--- config.mk ---
export PLATFORM = sky130hd
export DESIGN_NAME = mark_sweep_free_run_coalescer_top_flat
export DESIGN_NICKNAME = d
export VERILOG_FILES = /design/src/design/msfrc_pkg.sv /design/src/design/msfrc_if.sv /design/src/design/msfrc_in_reg.sv /design/src/design/msfrc_sweep.sv /design/src/design/mark_sweep_free_run_coalescer_top.sv /design/src/flat_wrapper.sv
export SDC_FILE = /design/constraint.sdc
export NUM_CORES = 1
export LEC_CHECK = 0
export ABC_AREA = 1
export BUFFER_PORTS_ARGS = -buffer_cell sky130_fd_sc_hd__buf_2
export CORE_MARGIN = 2
export CORE_UTILIZATION = 54
export CTS_BUF_LIST = sky130_fd_sc_hd__clkbuf_8 sky130_fd_sc_hd__clkbuf_16
export CTS_CLUSTER_SIZE = 24
export DETAILED_ROUTE_END_ITERATION = 12
export PLACE_DENSITY_LB_ADDON = 0.3
export SLEW_MARGIN = 20
export SYNTH_ARGS = -nofsm -noshare
export SYNTH_HDL_FRONTEND = slang
export SYNTH_SLANG_ARGS = --single-unit
--- constraint.sdc ---
create_clock -name i_clk -period 3.5 [get_ports i_clk]
set_input_delay 0.175 -clock i_clk [delete_from_list [all_inputs] [get_ports i_clk]]
set_output_delay 0.175 -clock i_clk [all_outputs]
set_load 0.01 [all_outputs]
--- src/design/msfrc_pkg.sv ---
// shared types and constants of the mark-sweep page sweeper
// no dependencies; used by the interfaces and every module of the block
package msfrc_pkg;

    localparam int unsigned BASE_W = 48;
    localparam int unsigned SIZE_W = 19;

    localparam int unsigned PAGE_BYTES = 262144;
    localparam int unsigned SIZE_MAX   = (1 << SIZE_W) - 1;
    // a dead run never grows past one page or past its field
    localparam logic [SIZE_W-1:0] RUN_CAP =
        SIZE_W'((PAGE_BYTES < SIZE_MAX) ? PAGE_BYTES : SIZE_MAX);

    typedef struct packed {
        logic              first_object;
        logic [BASE_W-1:0] page_base;
        logic [SIZE_W-1:0] object_size;
        logic              marked;
        logic              last_object;
        logic              executable_page;
        logic              image_page;
    } t_hdr;

    typedef struct packed {
        logic              clear_mark;
        logic              run_valid;
        logic [BASE_W-1:0] run_address;
        logic [SIZE_W-1:0] run_bytes;
        logic              add_to_free_list;
        logic              fill_with_trap;   // fill with trap byte 0xcc
        logic              page_done;
        logic              page_live;
    } t_res;

endpackage

--- src/design/msfrc_if.sv ---
// valid/ready channel interfaces of the page sweeper
// depends on msfrc_pkg for the header and result types
interface msfrc_hdr_if;
    logic              valid;
    logic              ready;
    msfrc_pkg::t_hdr   data;

    modport source (output valid, output data, input ready);
    modport sink   (input valid, input data, output ready);
endinterface

interface msfrc_res_if;
    logic              valid;
    logic              ready;
    msfrc_pkg::t_res   data;

    modport source (output valid, output data, input ready);
    modport sink   (input valid, input data, output ready);
endinterface

--- src/design/msfrc_in_reg.sv ---
// input register stage of the page sweeper: holds one header transaction
// depends on msfrc_pkg and msfrc_if
module msfrc_in_reg (
    input  logic         i_clk,
    input  logic         i_rst_n,
    msfrc_hdr_if.sink    i_hdr,
    msfrc_hdr_if.source  o_hdr
);

    logic            r_valid;
    msfrc_pkg::t_hdr r_data;

    // take a new transaction when empty or when the held one moves on
    assign i_hdr.ready = !r_valid || o_hdr.ready;
    assign o_hdr.valid = r_valid;
    assign o_hdr.data  = r_data;

    always_ff @(posedge i_clk) begin
        if (!i_rst_n) begin
            r_valid <= 1'b0;
        end else if (i_hdr.ready) begin
            r_valid <= i_hdr.valid;
        end
        if (i_hdr.valid && i_hdr.ready) begin
            r_data <= i_hdr.data;
        end
    end

endmodule

--- src/design/msfrc_sweep.sv ---
// sweep stage: page state, dead-run merging and the result register
// depends on msfrc_pkg and msfrc_if
module msfrc_sweep #(
    parameter int unsigned ADDRESS_BITS = 48
) (
    input  logic         i_clk,
    input  logic         i_rst_n,
    msfrc_hdr_if.sink    i_hdr,
    msfrc_res_if.source  o_res
);

    localparam int unsigned SW = msfrc_pkg::SIZE_W;

    // page state
    logic [ADDRESS_BITS-1:0] r_next_addr,   n_next_addr;
    logic                    r_run_open,    n_run_open;
    logic [ADDRESS_BITS-1:0] r_run_start,   n_run_start;
    logic [SW-1:0]           r_run_len,     n_run_len;
    logic                    r_run_from_pg, n_run_from_pg;
    logic                    r_live_seen,   n_live_seen;
    logic                    r_page_exec,   n_page_exec;
    logic                    r_page_image,  n_page_image;

    logic                    r_out_valid;
    msfrc_pkg::t_res         r_out,         n_out;

    logic                    accept;
    logic                    close;
    logic                    whole;
    logic [SW:0]             len_sum;
    logic [63:0]             start_wide;
    msfrc_pkg::t_hdr         hdr;

    assign hdr         = i_hdr.data;
    assign i_hdr.ready = !r_out_valid || o_res.ready;
    assign accept      = i_hdr.valid && i_hdr.ready;
    assign o_res.valid = r_out_valid;
    assign o_res.data  = r_out;

    always_comb begin
        n_next_addr   = r_next_addr;
        n_run_open    = r_run_open;
        n_run_start   = r_run_start;
        n_run_len     = r_run_len;
        n_run_from_pg = r_run_from_pg;
        n_live_seen   = r_live_seen;
        n_page_exec   = r_page_exec;
        n_page_image  = r_page_image;
        n_out         = '0;
        close         = 1'b0;
        whole         = 1'b0;
        len_sum       = '0;
        start_wide    = '0;

        // a first header starts a fresh page and drops any open run
        if (hdr.first_object) begin
            n_next_addr   = ADDRESS_BITS'(hdr.page_base);
            n_run_open    = 1'b0;
            n_run_len     = '0;
            n_run_from_pg = 1'b0;
            n_live_seen   = 1'b0;
            n_page_exec   = hdr.executable_page;
            n_page_image  = hdr.image_page;
        end

        if (!n_page_image) begin
            if (hdr.marked) begin
                n_out.clear_mark = 1'b1;
                n_live_seen      = 1'b1;
                close            = n_run_open;
            end else begin
                if (!n_run_open) begin
                    n_run_open    = 1'b1;
                    n_run_start   = n_next_addr;
                    n_run_len     = '0;
                    n_run_from_pg = hdr.first_object;
                end
                len_sum = {1'b0, n_run_len} + {1'b0, hdr.object_size};
                // saturate at the page size
                if (len_sum > {1'b0, msfrc_pkg::RUN_CAP}) begin
                    n_run_len = msfrc_pkg::RUN_CAP;
                end else begin
                    n_run_len = len_sum[SW-1:0];
                end
                if (hdr.last_object) begin
                    close = 1'b1;
                    whole = n_run_from_pg;
                end
            end
            if (close) begin
                start_wide             = 64'(n_run_start);
                n_out.run_valid        = 1'b1;
                n_out.run_address      = start_wide[msfrc_pkg::BASE_W-1:0];
                n_out.run_bytes        = n_run_len;
                n_out.add_to_free_list = !whole;
                n_out.fill_with_trap   = n_page_exec;
                n_run_open             = 1'b0;
                n_run_len              = '0;
                n_run_from_pg          = 1'b0;
            end
        end

        n_next_addr = n_next_addr + ADDRESS_BITS'(hdr.object_size);

        if (hdr.last_object) begin
            n_out.page_done = 1'b1;
            n_out.page_live = n_live_seen || n_page_image;
            n_run_open      = 1'b0;
            n_run_len       = '0;
            n_run_from_pg   = 1'b0;
            n_live_seen     = 1'b0;
        end
    end

    always_ff @(posedge i_clk) begin
        if (!i_rst_n) begin
            r_next_addr   <= '0;
            r_run_open    <= 1'b0;
            r_run_start   <= '0;
            r_run_len     <= '0;
            r_run_from_pg <= 1'b0;
            r_live_seen   <= 1'b0;
            r_page_exec   <= 1'b0;
            r_page_image  <= 1'b0;
            r_out_valid   <= 1'b0;
        end else begin
            if (accept) begin
                r_next_addr   <= n_next_addr;
                r_run_open    <= n_run_open;
                r_run_start   <= n_run_start;
                r_run_len     <= n_run_len;
                r_run_from_pg <= n_run_from_pg;
                r_live_seen   <= n_live_seen;
                r_page_exec   <= n_page_exec;
                r_page_image  <= n_page_image;
            end
            if (i_hdr.ready) begin
                r_out_valid <= i_hdr.valid;
            end
        end
        if (accept) begin
            r_out <= n_out;
        end
    end

endmodule

--- src/design/mark_sweep_free_run_coalescer_top.sv ---
// top level of the mark-sweep page sweeper with dead-run merging
// depends on msfrc_pkg, msfrc_if, msfrc_in_reg and msfrc_sweep
//
// i_hdr takes object headers of a heap page in address order, one
// transaction each; o_res gives exactly one result transaction per header:
// the mark-clear order, a closed dead run with its free-list and trap-fill
// flags, and on the page's last object the page done / in use status.
// Each header passes through the input register, then through the sweep
// logic into the result register, which raises result valid. Throughput
// is one header per cycle while o_res does not stall; the page state in
// the sweep stage is updated as each header is taken.
// Reset (synchronous, active low) empties both registers and zeroes the
// page state. When o_res stalls, the result register holds its data and
// the input register takes at most one more header if it is empty, after
// which i_hdr.ready drops until o_res moves again; nothing is lost or repeated.
module mark_sweep_free_run_coalescer_top #(
    parameter int unsigned ADDRESS_BITS = 48
) (
    input  logic         i_clk,
    input  logic         i_rst_n,
    msfrc_hdr_if.sink    i_hdr,
    msfrc_res_if.source  o_res
);

    msfrc_hdr_if hdr_q ();

    msfrc_in_reg u_in_reg (
        .i_clk   (i_clk),
        .i_rst_n (i_rst_n),
        .i_hdr   (i_hdr),
        .o_hdr   (hdr_q.source)
    );

    msfrc_sweep #(
        .ADDRESS_BITS (ADDRESS_BITS)
    ) u_sweep (
        .i_clk   (i_clk),
        .i_rst_n (i_rst_n),
        .i_hdr   (hdr_q.sink),
        .o_res   (o_res)
    );

endmodule
--- src/flat_wrapper.sv ---
// flat-port wrapper written by rule: the top's interface ports become plain ports
module mark_sweep_free_run_coalescer_top_flat 
#(
    parameter int unsigned ADDRESS_BITS = 48
)
  (i_clk, i_rst_n, i_hdr_valid, i_hdr_data, i_hdr_ready, o_res_valid, o_res_data, o_res_ready);
  msfrc_hdr_if i_hdr_i ();
  msfrc_res_if o_res_i ();
  input  logic i_clk;
  input  logic i_rst_n;
  input wire logic [$bits(i_hdr_i.valid)-1:0] i_hdr_valid;
  input wire logic [$bits(i_hdr_i.data)-1:0] i_hdr_data;
  output wire logic [$bits(i_hdr_i.ready)-1:0] i_hdr_ready;
  output wire logic [$bits(o_res_i.valid)-1:0] o_res_valid;
  output wire logic [$bits(o_res_i.data)-1:0] o_res_data;
  input wire logic [$bits(o_res_i.ready)-1:0] o_res_ready;
  assign i_hdr_i.valid = i_hdr_valid;
  assign i_hdr_i.data = i_hdr_data;
  assign i_hdr_ready = i_hdr_i.ready;
  assign o_res_valid = o_res_i.valid;
  assign o_res_data = o_res_i.data;
  assign o_res_i.ready = o_res_ready;
  mark_sweep_free_run_coalescer_top #(.ADDRESS_BITS(ADDRESS_BITS)) u_core (.i_clk(i_clk), .i_rst_n(i_rst_n), .i_hdr(i_hdr_i), .o_res(o_res_i));
endmodule
After elaboration in Yosys (flattened, before gate mapping)
Cells that the tools add are included.
{ "totals": {"reg_bits": 267, "output_inout_bits": 75, "inputBits": 76, "word_cells": 78} }
{ "classes": {"magnitude_cmp": 1, "n_bitwise": 2, "addsub": 2, "reduce_logical": 10, "n_mux": 38} }
{ "ops": {"columns": ["operator", "n"], "rows": [
  ["$mux W19", 9],
  ["$mux W48", 3],
  ["$mux W70", 1],
  ["$add A48 B19 Y48", 1],
  ["$mux W1", 24],
  ["$add A19 B19 Y20", 1],
  ["$gt A20 B19 Y1 const B", 1],
  ["$logic_not A1 Y1", 3],
  ["$logic_or A1 B1 Y1", 3],
  ["$logic_and A1 B1 Y1", 2],
  ["$mux W2", 1],
  ["$not A1 Y1", 2],
  ["$reduce_and A2 Y1", 1],
  ["$reduce_or A2 Y1", 1]
]} }

Logic depth before layout (Yosys ltp)
Gate-level depths: netlist of the first run.
{ "logic_depth": {"ltp_word": 11, "ltp_mapped": 27, "ltp_nobuf": 23} }

Modules after synthesis
Synthesis of the first run repeated with hierarchy kept, for this count alone.
{ "unflattened": {"cells_unflattened": 1750, "area_unflattened_um2": 14033.5} }
{ "by_module_without_submodules": {"columns": ["module", "instances", "area_per_inst_um2", "seq_area_each_um2", "cells_each"], "rows": [
  ["msfrc_sweep", 1, 11820.1, 4614.4, 1671],
  ["msfrc_in_reg", 1, 2213.4, 2182.1, 79]
]} }

Least setup slack after synthesis of the first run
No wires, ideal clock.
{ "synth_path": {"path_kind": "reg-to-reg", "startpoint": "register u_core.u_sweep.r_out_valid (netlist: u_core.u_sweep.o_res.valid)", "endpoint": "register u_core.u_sweep.r_out (netlist bit u_core.u_sweep.o_res.data[0]) (enable)", "path_buffers": 2, "arrival_ns": 3.119, "path_stages_with_launch": 6, "slack_ns": -0.085, "setup_time_ns": 0.466, "synth_period_minus_slack_ns": 3.585, "required_time_ns": 3.034, "path_cell_list": "dfxtp_1 nand2_1 nand2_1 inv_1 clkbuf_1 clkbuf_1"} }
{ "synth_via": {"elab_chain_cells": 3} }
{ "synth_lines": {"columns": ["item", "line", "source"], "rows": [
  ["from (decl)", "msfrc_sweep.sv:24", "logic r_out_valid;"],
  ["from (signal assigned)", "msfrc_sweep.sv:138", "r_out_valid <= i_hdr.valid;"],
  ["$logic_not A1 Y1", "msfrc_sweep.sv:35", "assign i_hdr.ready = !r_out_valid || o_res.ready;"],
  ["$logic_or A1 B1 Y1", "msfrc_sweep.sv:35", null],
  ["$logic_and A1 B1 Y1", "msfrc_sweep.sv:36", "assign accept = i_hdr.valid && i_hdr.ready;"],
  ["named net u_core.u_sweep.accept", "msfrc_sweep.sv:27", "logic accept;"],
  ["to (signal assigned)", "msfrc_sweep.sv:142", "r_out <= n_out;"],
  ["to (decl)", "msfrc_sweep.sv:25", "msfrc_pkg::t_res r_out, n_out;"]
]} }
The timed path passes the listed nets, and every way through them passes these cells.
A chain may end at the register's enable or synchronous reset.

Worst setup path in the final report of the first run
{ "layout_path": {"startpoint": "register u_core.u_in_reg.r_data (netlist bit u_core.u_in_reg.o_hdr.data[71])", "endpoint": "register u_core.u_sweep.r_next_addr[47]"} }
{ "layout_via": {"elab_chain_cells": 2} }
{ "layout_lines": {"columns": ["item", "line", "source"], "rows": [
  ["from (decl)", "msfrc_in_reg.sv:11", "msfrc_pkg::t_hdr r_data;"],
  ["from (signal assigned)", "msfrc_in_reg.sv:25", "r_data <= i_hdr.data;"],
  ["$mux W48", "msfrc_sweep.sv:56", "if (hdr.first_object) begin"],
  ["$add A48 B19 Y48", "msfrc_sweep.sv:103", "n_next_addr = n_next_addr + ADDRESS_BITS'(hdr.object_size);"],
  ["to (signal assigned)", "msfrc_sweep.sv:128", "r_next_addr <= n_next_addr;"],
  ["to (decl)", "msfrc_sweep.sv:15", "logic [ADDRESS_BITS-1:0] r_next_addr, n_next_addr;"]
]} }
Every way passes these cells.

==> summary.md, run 1 <==
| Metric | Value |
|---|---|
| Boundary Pins | `151` |
| Clock transition at the registers of the reported paths | `0.06 ns` |
| Worst clock skew | `about 0.032 ns` |
| Global-route wire length before repair | `61,800 µm` |
| Fin. Hold Viols | `0` |
| Setup TNS | `0 ns` |
| Total die area | `between 20,000 and 30,000 µm²` |
| Crit path max fanout | `35` |
| Dpl cells | `about 2,200` |
| CP startpoint | `u_core.u_in_reg.o_hdr.data[71]` |
| CP Launch Type | `flip-flop` |
| Total wire length | `about 40,000 µm` |
| Final setup viols | `0` |
| Initial antenna violation count | `1` |
| Initial Utilization | `0.546` |
| Vias | `roughly 13,000` |
| Vias in the first global route | `11,800` |
| Kind of critical path | `flip-flop to flip-flop` |
| Synth warnings | `0` |
| Power per standard cell area | `roughly 460 nW/µm²` |
| WP data required | `3.98 ns` |
| Dpl ws | `about 0.12 ns` |
| RSZ-0062 raised after global routing | `no` |
| Post-synth EDFFs | `between 100 and 150` |
| Layout cells sized above 1 | `0.161` |
| Met3 Resource Use GR | `0.0372` |
| Detail Route Antenna Nets | `0` |
| TritonCTS clock tree | `built` |
| Worst reg2reg path depth | `17` |
| Reg-to-reg endpoint | `u_core.u_sweep.r_next_addr[47]` |
| Fin cells | `2,367` |
| # fillers | `around 2,200` |
| Fin. max-slew vios | `0` |
| Drt first pass iters | `6` |
| Met1 usage | `0.439` |
| Fin crit period | `between 3 and 4 ns` |
| Post-DP HPWL | `28,300 µm` |
| Most frequent cells in the layout | `nand2_1, inv_1, nor2_1` |
| CTS max path bufs | `3` |
| Fmax | `just over 0.3 GHz` |
| Layer with the highest usage | `met1` |
| Nets | `2,124` |
| Largest net degree at the start of global routing | `71` |
| Main area contributors after synthesis | `edfxtp_1, dfxtp_1, nand2_1` |
| Initial DRC Count | `1,388` |
| Period utilisation layout | `0.945` |
| Leakage | `7.53 nW` |
| # diodes | `0` |
| Worst-Margin Slew | `between 0.9 and 1 ns` |
| Hold slack | `0.181 ns` |
| PortBufs | `150` |
| PnR worst setup slack | `0.192 ns` |
| HP Class | `primary input to flip-flop` |
| Critical register-to-register path startpoint | `u_core.u_in_reg.o_hdr.data[71]` |
| Yosys reg bits | `around 270` |
| Area occupied by multi-input gates | `6100 µm²` |
| Row count | `59` |
| Total of max-cap violations | `0` |
| Synth Instances | `1,778` |
| Clock Latency Late Sink | `~0.59 ns` |
| H-tree Lvls | `1` |
| Placeable Area | `between 20,000 and 30,000 µm²` |
| Cell accounting for the most synthesized area | `edfxtp_1` |
| Post-Layout Inst Area | `about 17,000 µm²` |
| Clock buffer count from CTS | `30` |
| Post-synth cell types | `between 50 and 60` |
| Final GP Congestion | `0.956` |
| Synth async-reset ratio | `0` |
| Drt wl/cell | `17.4 µm` |
| CTS root buf | `clkbuf_16` |
| Register area | `approximately 6800 µm²` |
| Met2 Use GR | `0.431` |
| Global Route Usage Sum | `0.291` |
| DRC | `0` |
| Syn avg cell area | `about 7.9 µm²` |
| Most common cell after layout, fill and taps aside | `nand2_1` |
| Crit path arrival time | `3.78 ns` |
| Post-placement cell area | `between 15,000 and 20,000 µm²` |
| Die X | `166 µm` |
| Rel. slew slack | `0.355` |
| Peak supply drop | `406 µV` |
| Status | `finished, final reports clean` |
| Die height | `~170 µm` |
| CP Capture Type | `flip-flop` |
| GRT overflow | `0` |
| Synthesized cell area | `roughly 14,000 µm²` |
| Area share of the largest cell type after synthesis | `0.309` |
| Vias per inst | `5.51` |
| Syn Nets | `roughly 1,900` |
| Seq/Total Area, Yosys | `0.482` |
| Area growth syn-to-layout | `21.2%` |
| R2r setup slk | `between 0.15 and 0.2 ns` |
| Crit path capture | `u_core.u_sweep.r_next_addr[47]` |
| Clock sink count | `267` |
| Most used DFF post-synth | `edfxtp_1` |
==> worst min path at each step <==
stage | startpoint | endpoint | depth (start not counted)
6_report | i_rst_n | u_core.u_sweep.r_next_addr[21] | 3
2_1_floorplan | i_hdr_data[0] | u_core.u_in_reg.o_hdr.data[0] | 0
5_1_grt | i_rst_n | u_core.u_sweep.r_next_addr[27] | 3
3_3_place_gp | i_hdr_data[64] | u_core.u_in_reg.o_hdr.data[64] | 1
4_1_cts | i_rst_n | u_core.u_sweep.r_next_addr[21] | 3
3_5_place_dp | i_hdr_data[38] | u_core.u_in_reg.o_hdr.data[38] | 1
==> cell families after synthesis <==
logic type / after synthesis / synth area share
AND/OR/NAND/NOR: 770 / 0.233
flip-flops: 267 / 0.482
multiplexers: 5 / 0.00355
buffers and inverters: 317 / 0.0883
XOR/XNOR: 26 / 0.0162
AO/OA/AOI/OAI: 353 / 0.140
adder cells (fa/ha/maj): 40 / 0.0366
==> routing by layer <==
layer  up-vias  wire length [µm]
met3        98              3570
met1      5984             18700
met5         -                 0
li1       6331                 -
met2       623             17500
met4         0              1410
==> final cells by class <==
cell class / count / area share
timing repair buffer: 268 / 0.109
clock inverter: 23 / 0.0104
clock buffer: 33 / 0.0463
timing repair inverter: 1 / 0.000293
multi-input combinational: 1194 / 0.357
tap: 335 / 0.0245
sequential: 267 / 0.398
inverter: 246 / 0.0545
==> synth_stat cells, types with 7 or more instances <==
library cell,n
dfxtp_1,122
ha_1,38
nand4_1,14
nor2_1,203
clkbuf_1,54
or2_2,16
nand3_1,76
a21oi_1,121
nor3_1,11
o22ai_1,48
a21oi_2,10
xor2_1,20
nand2_1,393
nand2_2,17
inv_1,238
o21ai_1,7
o211ai_1,12
nand3_2,11
o21ai_0,127
buf_2,9
edfxtp_1,145
==> worst max-delay path, stage by stage, from the launching register on <==
cell and delay (ns):
edfxtp_1 0.49, buf_4 0.20, clkbuf_16 0.19, o21ai_0 0.45, ha_1 0.38, a21oi_1 0.17, o21ai_0 0.10, a21oi_1 0.18
o211ai_1 0.12, buf_4 0.17, nand2_1 0.18, inv_1 0.12, nand2_1 0.09, nor2_1 0.06, nand2_1 0.06, nand2_1 0.05
o21ai_1 0.14, inv_1 0.05
==> report_power, final <==
part	switching (mW)	total, mW	internal (mW)
clock	1.31	3.07	1.77
sequential	0.0805	3.57	3.49
combinational	0.767	1.19	0.421
==> through the flow <==
step / total power, mW / util
finish: 7.83 / 0.661
global route: 8.13 / 0.661
CTS: 7.80 / 0.656
detailed placement: 4.71 / 0.590
global placement: 4.69 / 0.590
floorplan: 4.34 / -
==> flip-flops by register name, summed over array words and instances (netlist names) <==
signal and count:
u_core.u_in_reg.o_hdr.data 72, u_core.u_in_reg.o_hdr.valid 1, u_core.u_sweep.o_res.data 73, u_core.u_sweep.o_res.valid 1, u_core.u_sweep.r_live_seen 1, u_core.u_sweep.r_next_addr 48, u_core.u_sweep.r_page_exec 1, u_core.u_sweep.r_page_image 1
u_core.u_sweep.r_run_from_pg 1, u_core.u_sweep.r_run_len 19, u_core.u_sweep.r_run_open 1, u_core.u_sweep.r_run_start 48
==> repair_timing <==
| action | in CTS | in global routing |
|---|---|---|
| endpoints found under the setup margin | 0 | 57 |
| gates resized for setup | 0 | 13 |
| endpoints found under the hold margin | 74 | 0 |
| buffers inserted | 0 | 12 |
| hold buffers | 75 | 0 |
Power figures use the tool's default switching activity.
==> inputs of run 2 (changes only) <==
Settings changed: BUFFER_PORTS_ARGS -buffer_cell sky130_fd_sc_hd__buf_2 to unset, CORE_UTILIZATION 54 to 55, DONT_BUFFER_PORTS set to 1, RECOVER_POWER set to 100, REMOVE_ABC_BUFFERS set to 1.
==> summary.md, run 2 (synthesis gave the netlist of run 1 again) <==
| Metric | Value |
|---|---|
| CP max stage delay | `roughly 0.51 ns` |
| Detail Route Antenna Nets | `0` |
| WP data required | `about 4 ns` |
| Clock Latency Late Sink | `between 0.5 and 0.6 ns` |
| CTS root buf | `clkbuf_16` |
| Drt wl/cell | `17.6 µm` |
| PortBufs | `0` |
| PnR worst setup slack | `0.246 ns` |
| Fin. Hold Viols | `0` |
| Global-route wire length before repair | `~60,000 µm` |
| Post-DP HPWL | `26,100 µm` |
| GRT overflow | `0` |
| Largest register FFs | `73` |
| HP Class | `primary input to flip-flop` |
| Vias in the first global route | `approximately 11,000` |
| Initial DRC Count | `approximately 1,300` |
| Die height | `164 µm` |
| Metal2 WL | `approximately 17,000 µm` |
| Vias per inst | `roughly 5.5` |
| CTS max path bufs | `3` |
| Boundary Pins | `151` |
| Crit path top cell by count | `nand2_1` |
| Vias | `approximately 12,000` |
| Kind of critical path | `flip-flop to flip-flop` |
| Critical register-to-register path startpoint | `u_core.u_in_reg.o_hdr.data[71]` |
| DR top layer | `met4` |
| DRC | `0` |
| Drt first pass iters | `8` |
| CP Capture Type | `flip-flop` |
| Layout cells sized above 1 | `0.0978` |
| CP Launch Type | `flip-flop` |
| Clock sink count | `267` |
| Crit path arrival time | `around 3.7 ns` |
| PnR Total Power | `roughly 8.0 mW` |
| Period utilisation layout | `0.930` |
| Area growth syn-to-layout | `16.5%` |
| Peak supply drop | `roughly 560 µV` |
| CP startpoint | `u_core.u_in_reg.o_hdr.data[71]` |
| Global Route Usage Sum | `0.283` |
| Hold Path Origin | `i_rst_n` |
| # fillers | `between 2,000 and 2,500` |
| Worst clock skew | `~0.010 ns` |
| Placeable Area | `roughly 25,000 µm²` |
| Clock transition at the registers of the reported paths | `about 0.060 ns` |
| Rel. slew slack | `0.149` |
| Initial antenna violation count | `0` |
| Met3 WL | `~2600 µm` |
| Die X | `164 µm` |
| Final setup viols | `0` |
| Total wire length | `a little under 40,000 µm` |
| Total of max-cap violations | `0` |
| Largest net degree at the start of global routing | `roughly 130` |
| Fmax | `about 0.3 GHz` |
| CP cell instances | `clkbuf_16 -> nand2_1 -> o21ai_0 -> ha_1 -> nand2_1 -> nor2_1 -> nand2_1 -> o211ai_1 -> nand2_2 -> buf_4 -> nor2_2 -> nand2_1 -> xor2_1 -> o21ai_1 -> inv_1` |
| Total die area | `26,900 µm²` |
| Leakage | `6.90 nW` |
| Fin crit period | `about 3.3 ns` |
| Power per standard cell area | `489 nW/µm²` |
| TritonCTS clock tree | `built` |
| Nets | `1,965` |
| Row count | `a little under 60` |
| Most frequent cells in the layout | `nand2_1, inv_1, nor2_1` |
| Slowest cell on the critical path | `edfxtp_1` |
| Most common cell after layout, fill and taps aside | `nand2_1` |
| Final GP Congestion | `about 0.96` |
| Dpl ws | `~0.12 ns` |
| Fin. max-slew vios | `0` |
| Worst-Margin Slew | `approximately 1.3 ns` |
| H-tree Lvls | `1` |
| # diodes | `0` |
| Clock buffer count from CTS | `28` |
| Status | `finished, final reports clean` |
| Crit path max fanout | `35` |
| M1 WL | `between 15,000 and 20,000 µm` |
| Initial Utilization | `0.560` |
run 2: power by group:
part           leakage (nW)  total (mW)  internal [mW]  switching, mW
clock network         0.518        3.34           2.06           1.28
logic                  4.00        1.07          0.369          0.702
registers              2.38        3.61           3.50          0.114
total                  6.90        8.02           5.93           2.09
run 2: stage by stage:
step	cells	setup TNS (ns)	util	hold slack, ns	area (µm²)
floorplan	1707	-239.76	-	0.274	13800
global placement	2064	0	0.575	0.274	14500
detailed placement	2064	0	0.575	0.274	14500
CTS	2191	0	0.647	0.108	16300
global route	2201	-0.0141	0.652	0.150	16400
finish	2201	0	0.652	0.147	16400
run 2: final timing paths:
| check | to | slack, ns | cells past startpoint |
|---|---|---|---|
| max reg2reg | u_core.u_sweep.r_next_addr[35] | 0.25 | 15 |
| min | u_core.u_sweep.r_run_len[0] | 0.15 | 2 |
| min reg2reg | u_core.u_sweep.r_page_image | 0.46 | 2 |
| max | u_core.u_sweep.r_next_addr[35] | 0.25 | 15 |
run 2: layout make-up:
class	count	area (µm²)	share of cell area
Timing Repair inverter	1	5.00	0.000305
Timing Repair Buffer	111	1090	0.0664
Inverter	246	930	0.0566
Clock inverter	21	293	0.0178
Tap cell	330	413	0.0251
Multi-Input combinational cell	1194	6140	0.374
Sequential cell	267	6800	0.414
Clock buffer	31	753	0.0459
run 2: critical path, delay by kind of cell, from the launching register on:
kind	cells	cell delay, ns
XOR/XNOR	1	0.14
adder cells (fa/ha/maj)	1	0.43
AO/OA/AOI/OAI	3	0.68
AND/OR/NAND/NOR	7	0.86
buffers and inverters	3	0.50
flip-flops	1	0.51
run 2: routing by layer:
layer  up-vias  GRT usage
li1       5995          -
met4         0     0.0778
met3        65     0.0371
met1      5696      0.417
met5         -          0
met2       450      0.439
run 2: timing repair:
item / CTS / global route
hold endpoints to repair: 94 / 0
hold buffers: 75 / 0
resized for setup: 0 / 25
setup buffers: 0 / 8
endpoints found under the setup margin: 0 / 56
